File: src/rtl/kmm_pkg.sv
package kmm_pkg;

  localparam int IN_TDATA_W  = 24;
  localparam int OUT_TDATA_W = 40;
  localparam int CFG_ADDR_W  = 2;
  localparam int CFG_DATA_W  = 8;

  // Register indexes on the configuration port
  localparam logic [CFG_ADDR_W-1:0] REG_BASE_NOTE    = 2'd0;
  localparam logic [CFG_ADDR_W-1:0] REG_ON_VELOCITY  = 2'd1;
  localparam logic [CFG_ADDR_W-1:0] REG_MIDI_CHANNEL = 2'd2;
  localparam logic [CFG_ADDR_W-1:0] REG_PRESSED_CODE = 2'd3;

  // Reset values of the registers
  localparam logic [6:0] BASE_NOTE_RST    = 7'd24;
  localparam logic [6:0] ON_VELOCITY_RST  = 7'd120;
  localparam logic [3:0] MIDI_CHANNEL_RST = 4'd0;
  localparam logic [7:0] PRESSED_CODE_RST = 8'haa;

  // USB-MIDI code index and status nibbles
  localparam logic [3:0] CIN_NOTE_ON     = 4'h9;
  localparam logic [3:0] CIN_NOTE_OFF    = 4'h8;
  localparam logic [3:0] STATUS_NOTE_ON  = 4'h9;
  localparam logic [3:0] STATUS_NOTE_OFF = 4'h8;

  localparam logic [7:0] NOTE_MAX = 8'd127;

  // Command codes carried in tuser
  localparam logic CMD_SCAN   = 1'b0;
  localparam logic CMD_REMOTE = 1'b1;

  typedef struct packed {
    logic       down;
    logic [6:0] note;
    logic [5:0] key;
    logic [2:0] col;
  } kmm_event_t;

  typedef struct packed {
    logic [2:0] col;
    logic [5:0] key;
    logic [6:0] velocity;
    logic [6:0] note;
    logic [7:0] status;
    logic [3:0] cable;
  } kmm_result_t;

  // Major-scale step within an octave
  function automatic logic [3:0] scale_step(input int unsigned s);
    logic [3:0] v;
    unique case (s)
      0:       v = 4'd0;
      1:       v = 4'd2;
      2:       v = 4'd4;
      3:       v = 4'd5;
      4:       v = 4'd7;
      default: v = 4'd9;
    endcase
    return v;
  endfunction

  // Semitone offset of a column: octaves of six columns plus the scale step
  function automatic logic [5:0] col_offset(input logic [3:0] c);
    logic [5:0] v;
    if (c < 4'd6) begin
      v = 6'(scale_step(32'(c)));
    end else if (c < 4'd12) begin
      v = 6'd12 + 6'(scale_step(32'(c - 4'd6)));
    end else begin
      v = 6'd24 + 6'(scale_step(32'(c - 4'd12)));
    end
    return v;
  endfunction

endpackage

File: src/rtl/kmm_lane.sv
module kmm_lane #(
  parameter int ROW        = 0,
  parameter int COLUMNS    = 6,
  parameter int LOCAL_KEYS = 24,
  parameter int CW         = 3,
  parameter int KW         = 5,
  parameter int IW         = 6
) (
  input  logic [CW-1:0]         col,
  input  logic                  level,
  input  logic [LOCAL_KEYS-1:0] key_state,
  input  logic [6:0]            base_note,
  output logic                  change,
  output logic [KW-1:0]         key_idx,
  output kmm_pkg::kmm_event_t   ev
);
  import kmm_pkg::*;

  logic [IW-1:0] idx;
  logic          in_matrix;
  logic          down;
  logic [7:0]    note_sum;

  assign idx       = IW'(ROW * COLUMNS) + IW'(col);
  assign in_matrix = idx < IW'(LOCAL_KEYS);
  assign key_idx   = idx[KW-1:0];
  assign down      = ~level;
  assign change    = in_matrix && (key_state[key_idx] != down);

  // base + 12 per row + column offset, clamped
  assign note_sum = 8'(base_note) + 8'(12 * ROW) + 8'(col_offset(4'(col)));

  always_comb begin
    ev.down = down;
    ev.note = (note_sum > NOTE_MAX) ? NOTE_MAX[6:0] : note_sum[6:0];
    ev.key  = 6'(idx);
    ev.col  = 3'(col);
  end

endmodule

File: src/rtl/kmm_merge.sv
module kmm_merge #(
  parameter int NL = 4
) (
  input  logic                clk,
  input  logic                rst_n,
  input  logic                load,
  input  logic [NL-1:0]       lane_mask,
  input  kmm_pkg::kmm_event_t lane_ev [NL],
  input  logic [6:0]          on_velocity,
  input  logic [3:0]          midi_channel,
  output logic                in_ready,
  output logic                out_valid,
  input  logic                out_ready,
  output kmm_pkg::kmm_result_t out_res,
  output logic                out_last
);
  import kmm_pkg::*;

  logic [NL-1:0] pend_mask_r, pend_mask_nxt;
  kmm_event_t    pend_ev_r [NL];
  logic          out_valid_r, out_valid_nxt;
  kmm_result_t   out_res_r;
  logic          out_last_r;

  logic [NL-1:0] pick_oh, rest, mask_left;
  logic          found, out_free, move;
  kmm_event_t    pick_ev;

  // Pick the lowest pending lane
  always_comb begin
    pick_oh = '0;
    found   = 1'b0;
    pick_ev = pend_ev_r[0];
    for (int i = 0; i < NL; i++) begin
      if (pend_mask_r[i] && !found) begin
        pick_oh[i] = 1'b1;
        found      = 1'b1;
        pick_ev    = pend_ev_r[i];
      end
    end
  end

  assign out_free  = !out_valid_r || out_ready;
  assign move      = found && out_free;
  assign rest      = pend_mask_r & ~pick_oh;
  assign mask_left = move ? rest : pend_mask_r;
  assign in_ready  = (mask_left == '0);

  assign pend_mask_nxt = load ? lane_mask : mask_left;
  assign out_valid_nxt = move ? 1'b1 : (out_ready ? 1'b0 : out_valid_r);

  always_ff @(posedge clk) begin
    if (!rst_n) begin
      pend_mask_r <= '0;
      out_valid_r <= 1'b0;
    end else begin
      pend_mask_r <= pend_mask_nxt;
      out_valid_r <= out_valid_nxt;
    end
  end

  always_ff @(posedge clk) begin
    if (load) begin
      for (int i = 0; i < NL; i++) begin
        pend_ev_r[i] <= lane_ev[i];
      end
    end
    if (move) begin
      out_res_r.cable    <= pick_ev.down ? CIN_NOTE_ON : CIN_NOTE_OFF;
      out_res_r.status   <= {(pick_ev.down ? STATUS_NOTE_ON : STATUS_NOTE_OFF), midi_channel};
      out_res_r.note     <= pick_ev.note;
      out_res_r.velocity <= pick_ev.down ? on_velocity : 7'd0;
      out_res_r.key      <= pick_ev.key;
      out_res_r.col      <= pick_ev.col;
      out_last_r         <= (rest == '0);
    end
  end

  assign out_valid = out_valid_r;
  assign out_res   = out_res_r;
  assign out_last  = out_last_r;

endmodule

File: src/rtl/key_matrix_to_midi_events.sv
// Key matrix scanner producing USB-MIDI note events.
// Input channel (in_*): one request per item. tuser is the command: scan
// selects a local column scan of the row levels, remote carries one key byte
// of the other keyboard half. The column under scan advances on scan items.
// Output channel (out_*): one request per note event, tlast on the final
// event of the item that caused it; an item that changes no key gives none.
// Configuration (cfg_*): write base note, velocity, channel and pressed code
// while the block is idle; writes take effect at once.
// The first event of an item passes the merge stage and the output register.
// Throughput: the row lanes compare all rows of a column at once; the
// merge stage then sends the changes one per cycle while the output register
// is free, and in_tready returns once the last pending event has moved on.
// A scan item gives up to four events when four rows change at once.
// Reset clears every key to released, the column counter to zero and the
// registers to their defaults. While the receiver stalls the held event
// waits in the output register; the pending events wait in the merge stage
// and in_tready falls until they have been moved on.
module key_matrix_to_midi_events #(
  parameter int LOCAL_KEYS  = 24,
  parameter int REMOTE_KEYS = 27,
  parameter int COLUMNS     = 6,
  parameter int ROWS        = 4
) (
  input  logic                             clk,
  input  logic                             rst_n,
  // row_levels[3:0], remote_index[8:4], remote_byte[16:9], zero fill
  input  logic [kmm_pkg::IN_TDATA_W-1:0]   in_tdata,
  // command
  input  logic                             in_tuser,
  input  logic                             in_tvalid,
  output logic                             in_tready,
  // cable_code[3:0], status_byte[11:4], note_number[18:12],
  // velocity_out[25:19], key_number[31:26], scan_column[34:32], zero fill
  output logic [kmm_pkg::OUT_TDATA_W-1:0]  out_tdata,
  // event_valid
  output logic                             out_tuser,
  output logic                             out_tlast,
  output logic                             out_tvalid,
  input  logic                             out_tready,
  input  logic                             cfg_we,
  input  logic [kmm_pkg::CFG_ADDR_W-1:0]   cfg_addr,
  input  logic [kmm_pkg::CFG_DATA_W-1:0]   cfg_wdata
);
  import kmm_pkg::*;

  localparam int TOTAL = LOCAL_KEYS + REMOTE_KEYS;
  localparam int NL    = (ROWS < 4) ? ROWS : 4;
  localparam int CW    = (COLUMNS > 1) ? $clog2(COLUMNS) : 1;
  localparam int KW    = $clog2(TOTAL);
  localparam int LKW   = $clog2(LOCAL_KEYS);
  localparam int LIW   = $clog2(NL * COLUMNS + 1);
  localparam int IW    = (LIW > KW) ? LIW : KW;

  // Configuration registers
  logic [6:0] base_note_r, on_velocity_r;
  logic [3:0] midi_channel_r;
  logic [7:0] pressed_code_r;

  always_ff @(posedge clk) begin
    if (!rst_n) begin
      base_note_r    <= BASE_NOTE_RST;
      on_velocity_r  <= ON_VELOCITY_RST;
      midi_channel_r <= MIDI_CHANNEL_RST;
      pressed_code_r <= PRESSED_CODE_RST;
    end else if (cfg_we) begin
      unique case (cfg_addr)
        REG_BASE_NOTE:    base_note_r    <= cfg_wdata[6:0];
        REG_ON_VELOCITY:  on_velocity_r  <= cfg_wdata[6:0];
        REG_MIDI_CHANNEL: midi_channel_r <= cfg_wdata[3:0];
        REG_PRESSED_CODE: pressed_code_r <= cfg_wdata;
        default: ;
      endcase
    end
  end

  // Input fields
  logic       command;
  logic [3:0] row_levels;
  logic [4:0] remote_index;
  logic [7:0] remote_byte;
  logic       in_accept;

  assign command      = in_tuser;
  assign row_levels   = in_tdata[3:0];
  assign remote_index = in_tdata[8:4];
  assign remote_byte  = in_tdata[16:9];
  assign in_accept    = in_tvalid && in_tready;

  // Key state, local matrix and remote half kept apart, and column counter
  logic [LOCAL_KEYS-1:0]  loc_key_r, loc_key_nxt;
  logic [REMOTE_KEYS-1:0] rem_key_r, rem_key_nxt;
  logic [CW-1:0]          col_r, col_nxt;

  // Row lanes: one per scanned row
  logic           lane_change [NL];
  logic [LKW-1:0] lane_key [NL];
  kmm_event_t     lane_ev [NL];

  for (genvar r = 0; r < NL; r++) begin : g_lane
    kmm_lane #(
      .ROW        (r),
      .COLUMNS    (COLUMNS),
      .LOCAL_KEYS (LOCAL_KEYS),
      .CW         (CW),
      .KW         (LKW),
      .IW         (IW)
    ) u_lane (
      .col       (col_r),
      .level     (row_levels[r]),
      .key_state (loc_key_r),
      .base_note (base_note_r),
      .change    (lane_change[r]),
      .key_idx   (lane_key[r]),
      .ev        (lane_ev[r])
    );
  end

  // Remote note offsets, one per remote index value, worked out at elaboration
  logic [9:0] rem_off [32];
  for (genvar i = 0; i < 32; i++) begin : g_rem_off
    localparam int LCOL = i % COLUMNS;
    localparam int OFF  = (i < LOCAL_KEYS)
                          ? 12 * (i / COLUMNS) + 12 * (LCOL / 6) + int'(scale_step(LCOL % 6))
                          : 36 + int'(scale_step(3 + ((i - LOCAL_KEYS) % 3)));
    assign rem_off[i] = 10'(OFF);
  end

  // Remote key
  logic          rem_in_range, rem_down, rem_change;
  logic [10:0]   rem_sum;
  kmm_event_t    rem_ev;

  assign rem_in_range = remote_index < 5'(REMOTE_KEYS);
  assign rem_down     = (remote_byte == pressed_code_r);
  assign rem_change   = rem_in_range && (rem_key_r[remote_index] != rem_down);
  assign rem_sum      = 11'(base_note_r) + 11'(rem_off[remote_index]);

  always_comb begin
    rem_ev.down = rem_down;
    rem_ev.note = (rem_sum > 11'(NOTE_MAX)) ? NOTE_MAX[6:0] : rem_sum[6:0];
    rem_ev.key  = 6'(LOCAL_KEYS + 32'(remote_index));
    rem_ev.col  = 3'd0;
  end

  // Lane results into the merge stage; a remote event takes lane zero
  logic [NL-1:0] load_mask;
  kmm_event_t    load_ev [NL];

  always_comb begin
    for (int r = 0; r < NL; r++) begin
      load_mask[r] = (command == CMD_SCAN) && lane_change[r];
      load_ev[r]   = lane_ev[r];
    end
    if (command == CMD_REMOTE) begin
      load_mask[0] = rem_change;
      load_ev[0]   = rem_ev;
    end
  end

  // Update the stored key levels and advance the column on a scan
  always_comb begin
    loc_key_nxt = loc_key_r;
    rem_key_nxt = rem_key_r;
    col_nxt     = col_r;
    if (in_accept) begin
      if (command == CMD_SCAN) begin
        for (int r = 0; r < NL; r++) begin
          if (lane_change[r]) begin
            loc_key_nxt[lane_key[r]] = lane_ev[r].down;
          end
        end
        col_nxt = (col_r == CW'(COLUMNS - 1)) ? '0 : col_r + 1'b1;
      end else if (rem_change) begin
        rem_key_nxt[remote_index] = rem_down;
      end
    end
  end

  always_ff @(posedge clk) begin
    if (!rst_n) begin
      loc_key_r <= '0;
      rem_key_r <= '0;
      col_r     <= '0;
    end else begin
      loc_key_r <= loc_key_nxt;
      rem_key_r <= rem_key_nxt;
      col_r     <= col_nxt;
    end
  end

  // Merge stage and output register
  kmm_result_t out_res;

  kmm_merge #(
    .NL (NL)
  ) u_merge (
    .clk          (clk),
    .rst_n        (rst_n),
    .load         (in_accept),
    .lane_mask    (load_mask),
    .lane_ev      (load_ev),
    .on_velocity  (on_velocity_r),
    .midi_channel (midi_channel_r),
    .in_ready     (in_tready),
    .out_valid    (out_tvalid),
    .out_ready    (out_tready),
    .out_res      (out_res),
    .out_last     (out_tlast)
  );

  assign out_tdata = {5'd0, out_res.col, out_res.key, out_res.velocity,
                      out_res.note, out_res.status, out_res.cable};
  assign out_tuser = 1'b1;

endmodule

File: config.mk
export PLATFORM = sky130hd
export DESIGN_NAME = key_matrix_to_midi_events
export DESIGN_NICKNAME = d
export VERILOG_FILES = /design/src/rtl/kmm_pkg.sv /design/src/rtl/kmm_lane.sv /design/src/rtl/kmm_merge.sv /design/src/rtl/key_matrix_to_midi_events.sv
export SDC_FILE = /design/constraint.sdc
export NUM_CORES = 1
export LEC_CHECK = 0
export ABC_AREA = 1
export ABC_CLOCK_PERIOD_IN_PS = 5800
export BUFFER_PORTS_ARGS = -buffer_cell sky130_fd_sc_hd__buf_4
export CAP_MARGIN = 10
export CORE_MARGIN = 2
export CORE_UTILIZATION = 57
export DETAILED_ROUTE_END_ITERATION = 16
export PLACE_DENSITY = 0.76
export SLEW_MARGIN = 20
export SYNTH_ARGS = -nofsm -noshare
export SYNTH_HDL_FRONTEND = slang
export SYNTH_HIERARCHICAL = 1
export SYNTH_SLANG_ARGS = --single-unit
File: constraint.sdc
create_clock -name clk -period 5.8 [get_ports clk]
set_input_delay 1.74 -clock clk [delete_from_list [all_inputs] [get_ports clk]]
set_output_delay 1.74 -clock clk [all_outputs]
set_load 0.02 [all_outputs]
### Word-level counts from Yosys, hierarchy flattened

Memory sizes are Yosys's and may differ from the RTL's.
Cells that the tools add are included.

* flip-flop bits (word level): 121
* memory bits (writable): 68
* memory bits (read-only): 320
* bits of input ports: 40
* output and inout bits: 44
* logic and storage cells: 196
* memories: 2

Memories
* (name not given): depth 32, bits a word 10, rd ports 1, clocked after memory_dff 0, write ports 0, RTL line key_matrix_to_midi_events.sv:136 `assign rem_sum = 11'(base_note_r) + 11'(rem_off[remote_index]);`
* u_merge.pend_ev_r: depth 4, bits a word 17, rd ports 4, clocked after memory_dff 0, write ports 4, RTL line kmm_merge.sv:20 `kmm_event_t pend_ev_r [NL];`

* add/subtract/negate cells: 17
* magnitude comparators: 23
* equal/unequal tests: 22
* multiplexer cells: 71
* bitwise operators: 8
* reductions and logical operators: 37

Operators by type and width (number)
* 24-bit 2-to-1 mux: 10
* 32-bit by 2-bit equality test with 1-bit output (second input constant): 4
* 24-bit bitwise mux: 4
* 17-bit 2-to-1 mux: 4
* 32-bit by 1-bit equality test with 1-bit output (second input constant): 2
* 32-bit by 3-bit equality test with 1-bit output (second input constant): 2
* 32-bit zero test: 2
* 4-bit one-hot mux with 5 select lines: 3
* 7-bit 2-to-1 mux: 5
* 8-bit by 7-bit greater-than comparator with 1-bit output (second input constant): 4
* 27-bit bitwise mux: 1
* 8-bit by 6-bit adder with 8-bit output: 3
* 5-bit by 6-bit < comparator with 1-bit output (second input constant): 4
* 4-bit 2-to-1 mux: 6
* 1-bit 2-to-1 mux: 23
* 1-bit binary-select mux with 5-bit select: 4
* 1-bit demux with 5-bit select: 4
* 5-bit by 1-bit greater-or-equal comparator with 1-bit output (second input constant): 4
* 10-bit 2-to-1 mux: 2
* 1-bit logical AND: 19
* 6-bit by 5-bit < comparator with 1-bit output (second input constant): 3
* 6-bit 2-to-1 mux: 2
* 7-bit by 10-bit adder with 11-bit output: 1
* 11-bit by 7-bit greater-than comparator with 1-bit output (second input constant): 1
* other kinds (42): 61

### Logic depth before layout (Yosys ltp)

* word-level depth: 26
* mapped depth: 20
* depth with buffers taken out: 18

### Cells and area by module

The synthesis kept the hierarchy.

Modules (own cells, without submodules)
* key_matrix_to_midi_events: times used 1, cells an instance 995, area each 6129.6 um2, sequential area each 1601.5 um2
* kmm_merge: times used 1, cells an instance 313, area each 3990.1 um2, sequential area each 3012.9 um2
* kmm_lane at g_lane[2].u_lane: times used 1, cells an instance 125, area each 798.3 um2, sequential area each 0.0 um2
* kmm_lane at g_lane[1].u_lane: times used 1, cells an instance 126, area each 739.5 um2, sequential area each 0.0 um2
* kmm_lane at g_lane[0].u_lane: times used 1, cells an instance 129, area each 671.9 um2, sequential area each 0.0 um2
* kmm_lane at g_lane[3].u_lane: times used 1, cells an instance 110, area each 671.9 um2, sequential area each 0.0 um2

### Worst setup path after synthesis

Ideal clock, no wire load.

* path type: input to register
* from: input in_tdata[5] (netlist name)
* to: memory u_merge/pend_ev_r[0][9] (netlist name) (data pin)
* library setup time: 255 ps
* arrival: 4075 ps
* required time: 5545 ps
* path slack: 1470 ps
* stages on the path: 18
* buffers on the path: 1
* cells stage by stage: buf_4 -> inv_1 -> ha_1 -> inv_1 -> a21oi_1 -> nor2_1 -> a221oi_1 -> ha_1 -> a21oi_1 -> nand2_1 -> nand3_1 -> nand3b_1 -> nand2_1 -> a21oi_1 -> nor2_1 -> inv_1 -> o22ai_1 -> inv_1

RTL lines
* start: declaration: RTL line key_matrix_to_midi_events.sv:27 `input logic [kmm_pkg::IN_TDATA_W-1:0] in_tdata,`
* end: declaration: RTL line kmm_merge.sv:20

==> impl_metrics.json <==
{
  "fmax_ghz": 0.219,
  "worst_pin_slew_ps": 1120,
  "fin_cells": 2090,
  "fin_area_um2": 13800,
  "layout_min_cycle_time_ps": 4560,
  "worst_ir_drop_vdd_v": 0.000298,
  "drt-total-wl_um": 33900,
  "die-area_um2": 24000,
  "n_antenna_cell": 0,
  "cts_buffer_depth": 2,
  "synth_warnings": 6,
  "grt_usage_pct": 28.6,
  "p_leak_nw": 6.17,
  "dr_total_vias": 11700,
  "post_cts_buffers": 0,
  "status": "finished, final reports clean",
  "port_buffers": 64,
  "syn_inst": 1798,
  "slew-limit-headroom_pct": 24.8,
  "synthDistinctLibCells": 59,
  "cap_violations": 0,
  "cp.arrival_ps": 4760,
  "nets": 1902,
  "start_util_pct": 57.8,
  "fin_skew_ps": 17.3,
  "slew_viol_final": 0,
  "cts_resized": 0,
  "syn_area_um2": 13000,
  "crit_path_max_incr_delay_ps": 370,
  "setup_tns_ps": 0,
  "cpMostUsedCell": "inv_1",
  "rows": 55,
  "hold_buffers": 0,
  "setup-violations-final": 0,
  "yosysSeqAreaShare_pct": 35.5,
  "worst_slack_ps": 1240,
  "ys_seq_elements": 182,
  "layout-drive-gt1-share_pct": 10.4,
  "gr-total-overflow": 0,
  "cts_tree": "yes",
  "finalHoldViolCount": 0,
  "required_ps": 6000,
  "antenna_found_initial": 0,
  "synthArstFlopShare_pct": 0,
  "h-tree-depth": 4,
  "die_x_um": 155,
  "core_area_um2": 22500,
  "synth_edf_count": 97,
  "post-route-util_pct": 61.5,
  "critical_path_buf_inv_count": 5,
  "crit_path_end_kind": "flop",
  "drc_errors": 0,
  "firstDrtPassIters": 5,
  "grt_pass1_vias": 10900,
  "placed_cell_area_um2": 13200,
  "criticalPathCategory": "in2reg",
  "dp_hpwl_um": 23800,
  "path_clk_slew_ps": 90,
  "worstHoldPathType": "reg2reg",
  "drt_iter0_markers": 1123,
  "worst_setup_path_start_kind": "primary input",
  "grt_max_degree": 76,
  "routabilityCongestion": 0.998,
  "rsz0062_at_grt": "false",
  "path_max_fanout": 11,
  "dp_cells": 2058,
  "ioPinCount": 84,
  "worstSkewPairLatency_ps": 460,
  "p_per_area_nw_per_um2": 384,
  "dp_slack_ps": 868,
  "cpLargestDelayFamily": "compound AO/OA/AOI/OAI gates",
  "ys.flop_type": "edfxtp_1",
  "drtAntennaViolNets": 0,
  "grt_pass1_wl_um": 54800,
  "die_h_um": 155,
  "cts_root_buffer": "clkbuf_16",
  "area_growth_syn_to_layout_pct": 6.40,
  "wl_per_cell_um": 16.2,
  "cp_cell_sequence": "buf_4, inv_1, ha_1, inv_1, a21oi_1, nor2_1, a221oi_1, ha_1, a21oi_1, nand2_1, nand3_1, nand3b_1, nand2_1, a21oi_1, nor2_1, inv_1, o22ai_1, inv_1",
  "cts_sinks": 182,
  "crit_path_top_delay_cell": "a221oi_1",
  "numCtsBuffers": 17,
  "fin_crit_sh_pct": 78.6,
  "avgSynthCellArea_um2": 7.23,
  "routed_via_density": 5.62
}
-- worst register-to-register path, delay by kind of cell, from the launching register on --
family | cells | cell delay (ps)
flip-flops | 1 | 590
buffers and inverters | 2 | 490
AO/OA/AOI/OAI | 3 | 400
adder cells (fa/ha/maj) | 4 | 1140
AND/OR/NAND/NOR | 6 | 890
-- synthesized netlist by cell type, types with 26 or more instances --
master    instances  share of area, %
nand2_1         435                13
inv_1           213               6.1
nor2_1          166               4.8
nand3_1         163               6.3
a21oi_1         124               4.8
edfxtp_1         97                22
o21ai_0          90               3.5
dfxtp_1          85                13
buf_4            70               4.0
ha_1             65               6.3
nand4_1          31               1.5
nor3_1           26               1.0
-- kinds of logic (layout without fill, tap and decap cells) --
group           after synthesis  in the layout  share of synthesized area (%)
fa+ha+maj                    70             70                           7.03
compound gates              294            294                           13.0
flops                       182            182                           35.5
other cells                   9             24                          0.260
simple gates                879            879                           29.8
mux                           1              1                         0.0866
xor+xnor                     17             17                           1.15
buf+inv                     346            338                           13.1
-- layout by cell type, fill, tap and decap left out, types with 26 or more instances in the layout --
master	netlist	routed
edfxtp_1	97	97
ha_1	65	65
nor3_1	26	26
buf_4	70	80
nand2_1	435	435
o21ai_0	90	90
nand3_1	163	163
dfxtp_1	85	83
nand4_1	31	31
a21oi_1	124	124
inv_1	213	213
nor2_1	166	166
-- path summary, 6_finish.rpt --
kind                            cells after the start                            from  slack [ps]                                  to
worst max-delay path                               18                     in_tdata[5]        1240  u_merge/pend_ev_r[0][11]$_DFFE_PP_
worst min-delay path                                0  midi_channel_r[1]$_SDFFE_PN0P_         440        u_merge/out_res[5]$_DFFE_PP_
worst min register to register                      0  midi_channel_r[1]$_SDFFE_PN0P_         440        u_merge/out_res[5]$_DFFE_PP_
worst max register to register                     15           col_r[1]$_SDFFE_PN0P_        2050  u_merge/pend_ev_r[2][11]$_DFFE_PP_
-- stage by stage --
step | total power [mW] | hold slack (ps)
4_1_cts | 5.31 | 441
6_report | 5.31 | 440
3_5_place_dp | 4.04 | 419
2_1_floorplan | 3.49 | 408
5_1_grt | 5.60 | 457
3_3_place_gp | 3.99 | 413
-- flip-flops by register name, summed over array words and instances, names as in the netlist --
register	count
u_merge/out_last	1
midi_channel_r	4
rem_key_r	27
u_merge/out_valid	1
u_merge/pend_mask_r	4
on_velocity_r	7
base_note_r	7
u_merge/pend_ev_r	68
u_merge/out_res	28
pressed_code_r	8
col_r	3
loc_key_r	24
-- power breakdown --
group | switching (mW) | internal [mW]
combinational | 1.41 | 0.569
clock | 0.659 | 0.614
sequential | 0.158 | 1.90
-- area by class of cell --
type                    count  area [µm²]
clock buffers              17         425
clock inverters            15         226
fillers                  2047        8670
inverters                 226         863
multi-input cells        1285        6740
flip-flops and latches    182        4620
well taps                 285         357
repair buffers             80         601
-- metal layers --
| metal | up-vias | GRT usage (%) | routed length [µm] | part of all wire, % |
|---|---|---|---|---|
| met5 | - | 0 | 0 | 0 |
| met4 | 0 | 11.8 | 1120 | 3.3 |
| li1 | 5863 | - | - | - |
| met2 | 478 | 46.8 | 15800 | 47 |
| met3 | 93 | 3.40 | 2280 | 6.7 |
| met1 | 5315 | 38.6 | 14700 | 43 |
Power figures use the tool's default switching activity.
